## src/lifo_pkg.sv

```systemverilog
// ----------------------------------------------------------------------------
// lifo_pkg
// Shared widths, codes and controller/datapath types for the bounded stack.
// ----------------------------------------------------------------------------
package lifo_pkg;

  // default number of stack entries
  localparam int unsigned DEPTH_DEF = 16;

  // payload widths
  localparam int unsigned CMD_W    = 2;
  localparam int unsigned WORD_W   = 32;
  localparam int unsigned STATUS_W = 2;
  localparam int unsigned POS_W    = 4;

  typedef logic signed [WORD_W-1:0] word_t;

  // command codes
  typedef enum logic [CMD_W-1:0] {
    CMD_PUSH   = 2'd0,
    CMD_POP    = 2'd1,
    CMD_PEEK   = 2'd2,
    CMD_SEARCH = 2'd3
  } cmd_e;

  // status codes
  typedef enum logic [STATUS_W-1:0] {
    ST_OK       = 2'd0,
    ST_FULL     = 2'd1,
    ST_EMPTY    = 2'd2,
    ST_NOTFOUND = 2'd3
  } status_e;

  // result selection for the output register
  typedef enum logic [2:0] {
    RES_PUSH,
    RES_FULL,
    RES_EMPTY,
    RES_HIT,
    RES_MISS
  } res_sel_e;

  // controller to datapath commands
  typedef struct packed {
    logic     push_wr;   // write word at top, count up
    logic     pop_dec;   // count down
    logic     rd_top;    // read top entry, load pointer and key
    logic     rd_next;   // step pointer down, read next entry
    logic     out_load;  // load output register
    res_sel_e sel;
  } dp_ctl_t;

  // datapath to controller status
  typedef struct packed {
    logic empty;
    logic full;
    logic hit;       // registered read data equals key
    logic ptr_zero;
    logic out_free;  // output register empty or being taken
  } dp_stat_t;

endpackage

```

## src/lifo_if.sv

```systemverilog
// ----------------------------------------------------------------------------
// lifo_if
// Valid/ready channels for stack commands and stack results.
// ----------------------------------------------------------------------------
interface lifo_req_if;
  import lifo_pkg::*;

  logic              valid;
  logic              ready;
  logic [CMD_W-1:0]  cmd;
  word_t             word;

  modport source (output valid, cmd, word, input ready);
  modport sink   (input valid, cmd, word, output ready);
endinterface

interface lifo_rsp_if;
  import lifo_pkg::*;

  logic                valid;
  logic                ready;
  logic [STATUS_W-1:0] status;
  logic [POS_W-1:0]    position;
  word_t               value;

  modport source (output valid, status, position, value, input ready);
  modport sink   (input valid, status, position, value, output ready);
endinterface

```

## src/lifo_ctrl.sv

```systemverilog
// ----------------------------------------------------------------------------
// lifo_ctrl
// Controller state machine: decodes commands and sequences reads and scans.
// ----------------------------------------------------------------------------
module lifo_ctrl (
  input  logic                    clk,
  input  logic                    rst,
  input  logic                    valid,
  input  logic [lifo_pkg::CMD_W-1:0] cmd,
  output logic                    ready,
  input  lifo_pkg::dp_stat_t      stat,
  output lifo_pkg::dp_ctl_t       ctl
);
  import lifo_pkg::*;

  typedef enum logic [2:0] {
    S_IDLE = 3'b001,
    S_READ = 3'b010,
    S_SCAN = 3'b100
  } state_t;

  state_t state, state_next;

  // state register
  always_ff @(posedge clk) begin
    if (rst) begin
      state <= S_IDLE;
    end else begin
      state <= state_next;
    end
  end

  // next state and commands
  always_comb begin
    state_next = state;
    ready      = 1'b0;
    ctl        = '{push_wr: 1'b0, pop_dec: 1'b0, rd_top: 1'b0, rd_next: 1'b0,
                   out_load: 1'b0, sel: RES_EMPTY};
    unique case (state)
      S_IDLE: begin
        ready = stat.out_free;
        if (valid && stat.out_free) begin
          unique case (cmd_e'(cmd))
            CMD_PUSH: begin
              ctl.out_load = 1'b1;
              if (stat.full) begin
                ctl.sel = RES_FULL;
              end else begin
                ctl.push_wr = 1'b1;
                ctl.sel     = RES_PUSH;
              end
            end
            CMD_POP, CMD_PEEK: begin
              if (stat.empty) begin
                ctl.out_load = 1'b1;
              end else begin
                ctl.pop_dec = (cmd_e'(cmd) == CMD_POP);
                ctl.rd_top  = 1'b1;
                state_next  = S_READ;
              end
            end
            CMD_SEARCH: begin
              if (stat.empty) begin
                ctl.out_load = 1'b1;
              end else begin
                ctl.rd_top = 1'b1;
                state_next = S_SCAN;
              end
            end
            default: begin
              ctl.out_load = 1'b1;
            end
          endcase
        end
      end
      // top entry is in the read register
      S_READ: begin
        ctl.out_load = 1'b1;
        ctl.sel      = RES_HIT;
        state_next   = S_IDLE;
      end
      // compare one entry per cycle, walking down
      S_SCAN: begin
        if (stat.hit) begin
          ctl.out_load = 1'b1;
          ctl.sel      = RES_HIT;
          state_next   = S_IDLE;
        end else if (stat.ptr_zero) begin
          ctl.out_load = 1'b1;
          ctl.sel      = RES_MISS;
          state_next   = S_IDLE;
        end else begin
          ctl.rd_next = 1'b1;
        end
      end
      default: begin
        state_next = S_IDLE;
      end
    endcase
  end

endmodule

```

## src/lifo_dp.sv

```systemverilog
// ----------------------------------------------------------------------------
// lifo_dp
// Datapath: entry memory, count, scan pointer, key and output register.
// ----------------------------------------------------------------------------
module lifo_dp #(
  parameter int unsigned DEPTH = lifo_pkg::DEPTH_DEF
) (
  input  logic                clk,
  input  logic                rst,
  input  lifo_pkg::word_t     word,
  input  lifo_pkg::dp_ctl_t   ctl,
  output lifo_pkg::dp_stat_t  stat,
  lifo_rsp_if.source          rsp
);
  import lifo_pkg::*;

  localparam int unsigned AW = (DEPTH > 1) ? $clog2(DEPTH) : 1;
  localparam int unsigned CW = $clog2(DEPTH + 1);

  word_t           mem [DEPTH];
  word_t           rdata;
  word_t           key;
  logic [CW-1:0]   count;
  logic [AW-1:0]   ptr;
  logic [AW-1:0]   idx_top;
  logic [AW-1:0]   raddr;
  logic            out_valid;
  logic [STATUS_W-1:0] out_status;
  logic [POS_W-1:0]    out_position;
  word_t               out_value;

  assign idx_top = AW'(count - CW'(1));
  assign raddr   = ctl.rd_next ? (ptr - AW'(1)) : idx_top;

  // entry memory, registered read
  always_ff @(posedge clk) begin
    if (ctl.push_wr) begin
      mem[count[AW-1:0]] <= word;
    end
    rdata <= mem[raddr];
  end

  // stored entry count
  always_ff @(posedge clk) begin
    if (rst) begin
      count <= '0;
    end else if (ctl.push_wr) begin
      count <= count + CW'(1);
    end else if (ctl.pop_dec) begin
      count <= count - CW'(1);
    end
  end

  // scan pointer and search key
  always_ff @(posedge clk) begin
    if (ctl.rd_top) begin
      ptr <= idx_top;
      key <= word;
    end else if (ctl.rd_next) begin
      ptr <= ptr - AW'(1);
    end
  end

  // output register
  always_ff @(posedge clk) begin
    if (rst) begin
      out_valid <= 1'b0;
    end else if (ctl.out_load) begin
      out_valid <= 1'b1;
    end else if (rsp.ready) begin
      out_valid <= 1'b0;
    end
  end

  always_ff @(posedge clk) begin
    if (ctl.out_load) begin
      unique case (ctl.sel)
        RES_PUSH: begin
          out_status   <= ST_OK;
          out_position <= POS_W'(count);
          out_value    <= '0;
        end
        RES_FULL: begin
          out_status   <= ST_FULL;
          out_position <= POS_W'(DEPTH - 1);
          out_value    <= '0;
        end
        RES_HIT: begin
          out_status   <= ST_OK;
          out_position <= POS_W'(ptr);
          out_value    <= rdata;
        end
        RES_MISS: begin
          out_status   <= ST_NOTFOUND;
          out_position <= '0;
          out_value    <= '0;
        end
        default: begin
          out_status   <= ST_EMPTY;
          out_position <= '0;
          out_value    <= '0;
        end
      endcase
    end
  end

  assign rsp.valid    = out_valid;
  assign rsp.status   = out_status;
  assign rsp.position = out_position;
  assign rsp.value    = out_value;

  // status back to the controller
  assign stat.empty    = (count == '0);
  assign stat.full     = (count == CW'(DEPTH));
  assign stat.hit      = (rdata == key);
  assign stat.ptr_zero = (ptr == '0);
  assign stat.out_free = !out_valid || rsp.ready;

endmodule

```

## src/bounded_lifo_stack_with_search.sv

```systemverilog
// Push (also into a full stack) and pop, peek or search on an empty stack load
// the result register on acceptance; pop and peek first read the top entry.
// Throughput: one command at a time; search time is set by the single read
// port of the entry memory, one entry compared per cycle from the top down.
// A new command is accepted only in the idle state, once the result register is free or being taken.
// Reset clears the entry count and the result valid; entry memory is not cleared.
// ----------------------------------------------------------------------------
// bounded_lifo_stack_with_search
// Bounded LIFO stack of signed words with push, pop, peek and top-down search.
// ----------------------------------------------------------------------------
module bounded_lifo_stack_with_search #(
  parameter int unsigned DEPTH = lifo_pkg::DEPTH_DEF
) (
  input  logic        clk,
  input  logic        rst,
  lifo_req_if.sink    req,
  lifo_rsp_if.source  rsp
);
  import lifo_pkg::*;

  dp_ctl_t  ctl;
  dp_stat_t stat;

  // controller
  lifo_ctrl u_ctrl (
    .clk   (clk),
    .rst   (rst),
    .valid (req.valid),
    .cmd   (req.cmd),
    .ready (req.ready),
    .stat  (stat),
    .ctl   (ctl)
  );

  // datapath
  lifo_dp #(
    .DEPTH (DEPTH)
  ) u_dp (
    .clk  (clk),
    .rst  (rst),
    .word (req.word),
    .ctl  (ctl),
    .stat (stat),
    .rsp  (rsp)
  );

`ifndef NO_ASSERTIONS
  // no push is issued into a full stack
  a_no_push_full: assert property (@(posedge clk) disable iff (rst)
    !(ctl.push_wr && stat.full))
    else $error("push issued while stack full");

  // the result register is only loaded when it is free
  a_out_free: assert property (@(posedge clk) disable iff (rst)
    ctl.out_load |-> (!rsp.valid || rsp.ready))
    else $error("result register overwritten");

  // no new transaction while a scan is stepping
  a_scan_busy: assert property (@(posedge clk) disable iff (rst)
    ctl.rd_next |-> !req.ready)
    else $error("command accepted during search");

  // pop on an empty stack reports empty on the next cycle
  a_pop_empty: assert property (@(posedge clk) disable iff (rst)
    (req.valid && req.ready && req.cmd == CMD_POP && stat.empty)
      |=> (rsp.valid && rsp.status == ST_EMPTY))
    else $error("pop on empty stack not reported");
`endif

endmodule

```

## src/flat_wrapper.sv

```systemverilog
// flat-port wrapper written by rule: the top's interface ports become plain ports
module bounded_lifo_stack_with_search_flat import lifo_pkg::*;
#(
  parameter int unsigned DEPTH = lifo_pkg::DEPTH_DEF
)
  (clk, rst, req_valid, req_cmd, req_word, req_ready, rsp_valid, rsp_status, rsp_position, rsp_value, rsp_ready);
  lifo_req_if req_i ();
  lifo_rsp_if rsp_i ();
  input  logic clk;
  input  logic rst;
  input wire logic [$bits(req_i.valid)-1:0] req_valid;
  input wire logic [$bits(req_i.cmd)-1:0] req_cmd;
  input wire logic [$bits(req_i.word)-1:0] req_word;
  output wire logic [$bits(req_i.ready)-1:0] req_ready;
  output wire logic [$bits(rsp_i.valid)-1:0] rsp_valid;
  output wire logic [$bits(rsp_i.status)-1:0] rsp_status;
  output wire logic [$bits(rsp_i.position)-1:0] rsp_position;
  output wire logic [$bits(rsp_i.value)-1:0] rsp_value;
  input wire logic [$bits(rsp_i.ready)-1:0] rsp_ready;
  assign req_i.valid = req_valid;
  assign req_i.cmd = req_cmd;
  assign req_i.word = req_word;
  assign req_ready = req_i.ready;
  assign rsp_valid = rsp_i.valid;
  assign rsp_status = rsp_i.status;
  assign rsp_position = rsp_i.position;
  assign rsp_value = rsp_i.value;
  assign rsp_i.ready = rsp_ready;
  bounded_lifo_stack_with_search #(.DEPTH(DEPTH)) u_core (.clk(clk), .rst(rst), .req(req_i), .rsp(rsp_i));
endmodule
```

## config.mk

```make
export PLATFORM = sky130hd
export DESIGN_NAME = bounded_lifo_stack_with_search_flat
export DESIGN_NICKNAME = d
export VERILOG_FILES = /design/src/lifo_pkg.sv /design/src/lifo_if.sv /design/src/lifo_ctrl.sv /design/src/lifo_dp.sv /design/src/bounded_lifo_stack_with_search.sv /design/src/flat_wrapper.sv
export SDC_FILE = /design/constraint.sdc
export NUM_CORES = 1
export LEC_CHECK = 0
export BUFFER_PORTS_ARGS = -buffer_cell sky130_fd_sc_hd__buf_4
export CAP_MARGIN = 30
export CORE_UTILIZATION = 45
export CTS_CLUSTER_DIAMETER = 200
export CTS_CLUSTER_SIZE = 8
export DETAILED_ROUTE_END_ITERATION = 6
export SLEW_MARGIN = 20
export SYNTH_ARGS = -nofsm -noshare
export SYNTH_HDL_FRONTEND = slang
export SYNTH_HIERARCHICAL = 1
export SYNTH_SLANG_ARGS = --single-unit
```

## constraint.sdc

```tcl
create_clock -name clk -period 12 [get_ports clk]
set_input_delay 0.6 -clock clk [delete_from_list [all_inputs] [get_ports clk]]
set_output_delay 0.6 -clock clk [all_outputs]
set_load 0.01 [all_outputs]
```

## Word level (Yosys, flattened, before mapping)

Memory sizes are Yosys's and may differ from the RTL's. A register that Yosys moved wholly into a read port is not among the register bits.
Cells that the tools add are included.

- Bits in writable memories: 512
- Register bits after elaboration: 83
- Memories: 1

Memories:

| name | words | bits a word | read ports | clocked after Yosys merged registers in | write ports | line | text |
|---|---|---|---|---|---|---|---|
| u_core.u_dp.mem | 16 | 32 | 1 | 1 | 1 | lifo_dp.sv:20 | `word_t mem [DEPTH];` |

- Reduce and logical (&&, ||, !) cells: 14
- Eq/ne operators: 16
- Mux-type cells: 38
- Add/subtract/negate cells: 3

Operators by type and width:

| cell | number |
|---|---|
| $eq A32 B32 Y1 | 1 |
| $mux W3 | 8 |
| $mux W4 | 6 |
| $pmux W4 S3 | 2 |
| $mux W1 | 14 |
| $pmux W3 S2 | 2 |
| $mux W5 | 2 |
| $eq A3 B1 Y1 const B | 2 |
| $eq A3 B2 Y1 const B | 2 |
| $eq A3 B3 Y1 const B | 2 |
| $ne A3 B1 Y1 const B | 2 |
| $ne A3 B3 Y1 const B | 2 |
| $pmux W2 S3 | 1 |
| $reduce_bool A2 Y1 | 3 |
| $add A5 B1 Y5 const B | 1 |
| $eq A5 B5 Y1 const B | 1 |
| $logic_not A5 Y1 | 1 |
| $reduce_and A5 Y1 | 1 |
| $sub A5 B1 Y5 const B | 1 |
| $eq A2 B2 Y1 const B | 2 |
| $logic_not A4 Y1 | 1 |
| $pmux W1 S2 | 2 |
| $reduce_or A2 Y1 | 2 |
| $sub A4 B1 Y4 const B | 1 |
| other kinds (9) | 9 |

## Longest topological paths before layout

- Depth in word-level cells: 8
- Gate-level depth with buffers: 13

## Modules after synthesis

Netlist, hierarchy kept.

By module, submodules not included:

| module | instances | cells each | area each (µm²) |
|---|---|---|---|
| lifo_dp | 1 | 1050 | 23324.9 |
| lifo_ctrl | 1 | 41 | 335.3 |

## Worst setup path after synthesis

Ideal clock, no wire load.

- Path type: register to register
- Start point: reg u_core.u_dp.count[0]
- End point: reg u_core.u_dp.ptr[0] (enable)
- Arrival time: 5.268 ns
- Cell stages (with the launch flop): 7
- Library setup time: 0.322 ns
- Data required time: 11.678 ns
- Period minus slack after synthesis: 5.590 ns
- Path buffers: 0
- Setup slack: 6.410 ns
- Path through: dfxtp_1 > inv_1 > ha_1 > nor3b_1 > nor4_1 > inv_1 > nand2_1

RTL lines:

| what | line | text |
|---|---|---|
| start: declaration | lifo_dp.sv:23 | `logic [CW-1:0] count;` |
| start signal: assignment | lifo_dp.sv:48 | `count <= count + CW'(1);` |
| start signal: assignment | lifo_dp.sv:50 | `count <= count - CW'(1);` |
| end signal: assignment | lifo_dp.sv:57 | `ptr <= idx_top;` |
| end signal: assignment | lifo_dp.sv:60 | `ptr <= ptr - AW'(1);` |
| end: declaration | lifo_dp.sv:24 | `logic [AW-1:0] ptr;` |

==> results.md <==
* Area growth syn-to-layout at 17.5%
* Post-DP HPWL at 27,700 um
* Rel. slew slack at 34.1%
* Largest net degree at the start of global routing at 129
* Placeable Area at 51,600 um2
* Final wirelength at 54,400 um
* Slew Viols, Final at 0
* Setup Fix Bufs, Post-CTS at 0
* DRT iter0 DRCs at 1,048
* Pwr Density at 188 nW/um2
* Slack of the critical path at 6.17 ns
* Startpoint Class: flop
* # IOs at 78
* Fmax at 172 MHz
* CTS max path bufs at 3
* Total GRT Usage at 20.9%
* Share of the synthesized area in the top cell type at 74.4%
* H-tree depth at 3
* Outcome: completed
* Vias/cell at 5.72
* #FFs+latches synth at 627
* Wire length per cell at 27.4 um
* GR Overflow Total at 0
* Std-Cell Rows at 83
* Die Wd at 231 um
* Unique masters post-synth at 45
* Count of final hold-check violations at 0
* NumNets Final at 1,284
* VDD IR-drop max at 0.103 mV
* CTS Buf Count at 88
* Req. time, crit path at 12.48 ns
* CTS tree: yes
* Yosys warns at 6
* Port Buf Inserts at 77
* Clock sinks at 627
* Synth Instances at 1,091
* Clk root buf: clkbuf_16
* # resized after CTS at 0
* Post-synth EDFFs at 586
* Cts hold-fix bufs at 0
* Layout cells sized above 1 at 27.2%
* CP Class: flop to flop
* CP endpoint kind: flop
* Die Y at 231 um
* Hold/Removal Path Class: input port to flop
* Remaining DRCs at 0
* Leak pwr at 9.22 nW
* Crit path max fanout at 33
* Crit path time final at 5.83 ns
* Pre-CTS setup slack at 6.12 ns
* Final GP Congestion at 0.771
* Mapped Area at 23,700 um2
* Clock-pin slew on the worst setup and hold paths at 0.06 ns
* Synth Net Count at 1,139
* Initial antenna violation count at 1
* Clock Latency Late Sink at 0.62 ns
* ANT cells at 0
* Syn_area_per_cell at 21.7 um2
* Critical Path AT at 6.31 ns
* Synth area leader: edfxtp_1
* Vias in the first global route at 11,500
* Die area at 53,500 um2
* Most common cell after layout, fill and taps aside: edfxtp_1
* Sum Neg Setup Slack at 0 ns
* Synth top area cells: edfxtp_1, mux4_2, dfxtp_1
* First-pass GRT wire length at 78,700 um
* Ys async rst share at 0%
* Seq/Total Area, Yosys at 77.8%
* WHS at 0.238 ns
* Most frequent cells in the layout: edfxtp_1, mux4_2, buf_4
* Tcrit/Tclk final at 48.6%
* Worst-margin pin slew at 0.988 ns
* Initial Utilization at 45.8%
* Max Cap Viol at 0
* DR vias at 11,300
* Layout Skew at 0.0222 ns
* RSZ-0062 raised after global routing: false
* TritonRoute pass-1 iters at 5
* Ys flop type: edfxtp_1
* Final total power at 0.00523 W
* Final setup fails at 0
* Final ANT Viol Nets at 0
-- report_power, final --
part	internal, W	switching (W)
Clock	0.00142	0.000872
Combinational	0.000200	0.000246
Sequential	0.00246	0.0000374
Total	0.00408	0.00116
-- final timing paths --
check,start,to,slack (ns),cells after the start
setup / recovery,u_core/u_dp/key[19],u_core/u_dp/rdata[16],6.17,13
hold / removal,rst,u_core/u_dp/count[2],0.24,2
setup reg to reg,u_core/u_dp/key[19],u_core/u_dp/rdata[16],6.17,13
hold reg to reg,u_core/u_dp/rsp.valid,u_core/u_dp/rsp.valid,0.55,2
-- layer usage --
metal / track usage (%) / routed length (um)
met1: 28.8 / 23100
met5: 0 / 17
met2: 33.7 / 26700
met3: 3.95 / 3520
met4: 6.73 / 1140
-- sequential cells by signal, summed over array words and instances, names as in the netlist --
register	flops
u_core/u_dp/mem	512
u_core/u_dp/key	32
u_core/u_dp/rdata	32
u_core/u_dp/rsp.position	4
u_core/u_dp/ptr	4
u_core/u_ctrl/state	3
u_core/u_dp/count	5
u_core/u_dp/rsp.valid	1
u_core/u_dp/rsp.value	32
u_core/u_dp/rsp.status	2
-- final cells by class --
type / count / area [um2]
inverters: 12 / 45.0
fillers: 3950 / 23800
repair buffers: 105 / 821
clock buffers: 155 / 2540
multi-input cells: 402 / 5090
flip-flops and latches: 627 / 18400
clock inverters: 3 / 32.5
well taps: 680 / 851
-- Yosys cell counts (3+ instances only) --
master and number:
a21oi_1 12, a221o_1 32, a22o_1 33, and2_1 32, and3_1 4, buf_2 9
buf_4 3, buf_6 11, clkbuf_1 26, dfxtp_1 41, edfxtp_1 586, ha_1 10
inv_1 12, mux2i_1 5, mux4_1 3, mux4_2 125, nand2_1 11, nand2b_1 3
nand3_1 3, nor2_1 44, nor2b_1 3, nor3_1 4, nor3b_1 5, nor4_1 9
o22ai_1 3, xnor2_1 4, xor2_1 35
-- through the flow --
stage                     instances  area, um2  utilization [%]
after global placement         1825      25200             48.8
after global routing           1984      27800             53.9
after detailed placement       1826      25200             48.9
after floorplan                1091      23700                -
after CTS                      1984      27800             53.9
final                          1984      27800             53.9
-- logic make-up after synthesis --
group	synth area share (%)
mux	12.4
simple gates	3.12
buf+inv	1.48
compound gates	3.15
xor+xnor	1.44
fa+ha+maj	0.529
flops	77.8
-- worst max-delay path, stage by stage (launching register included) --
cell      delay [ns]
edfxtp_1        0.37
xor2_1          0.22
nor4_1          0.78
nand4_1         0.17
nor2_1          0.47
nor2_1          0.14
and3b_1         0.35
mux2i_4         0.66
buf_4           0.49
buf_16          0.30
buf_4           0.59
mux4_2          0.58
a22o_1          0.24
a221o_1         0.26
Power figures use the tool's default switching activity.
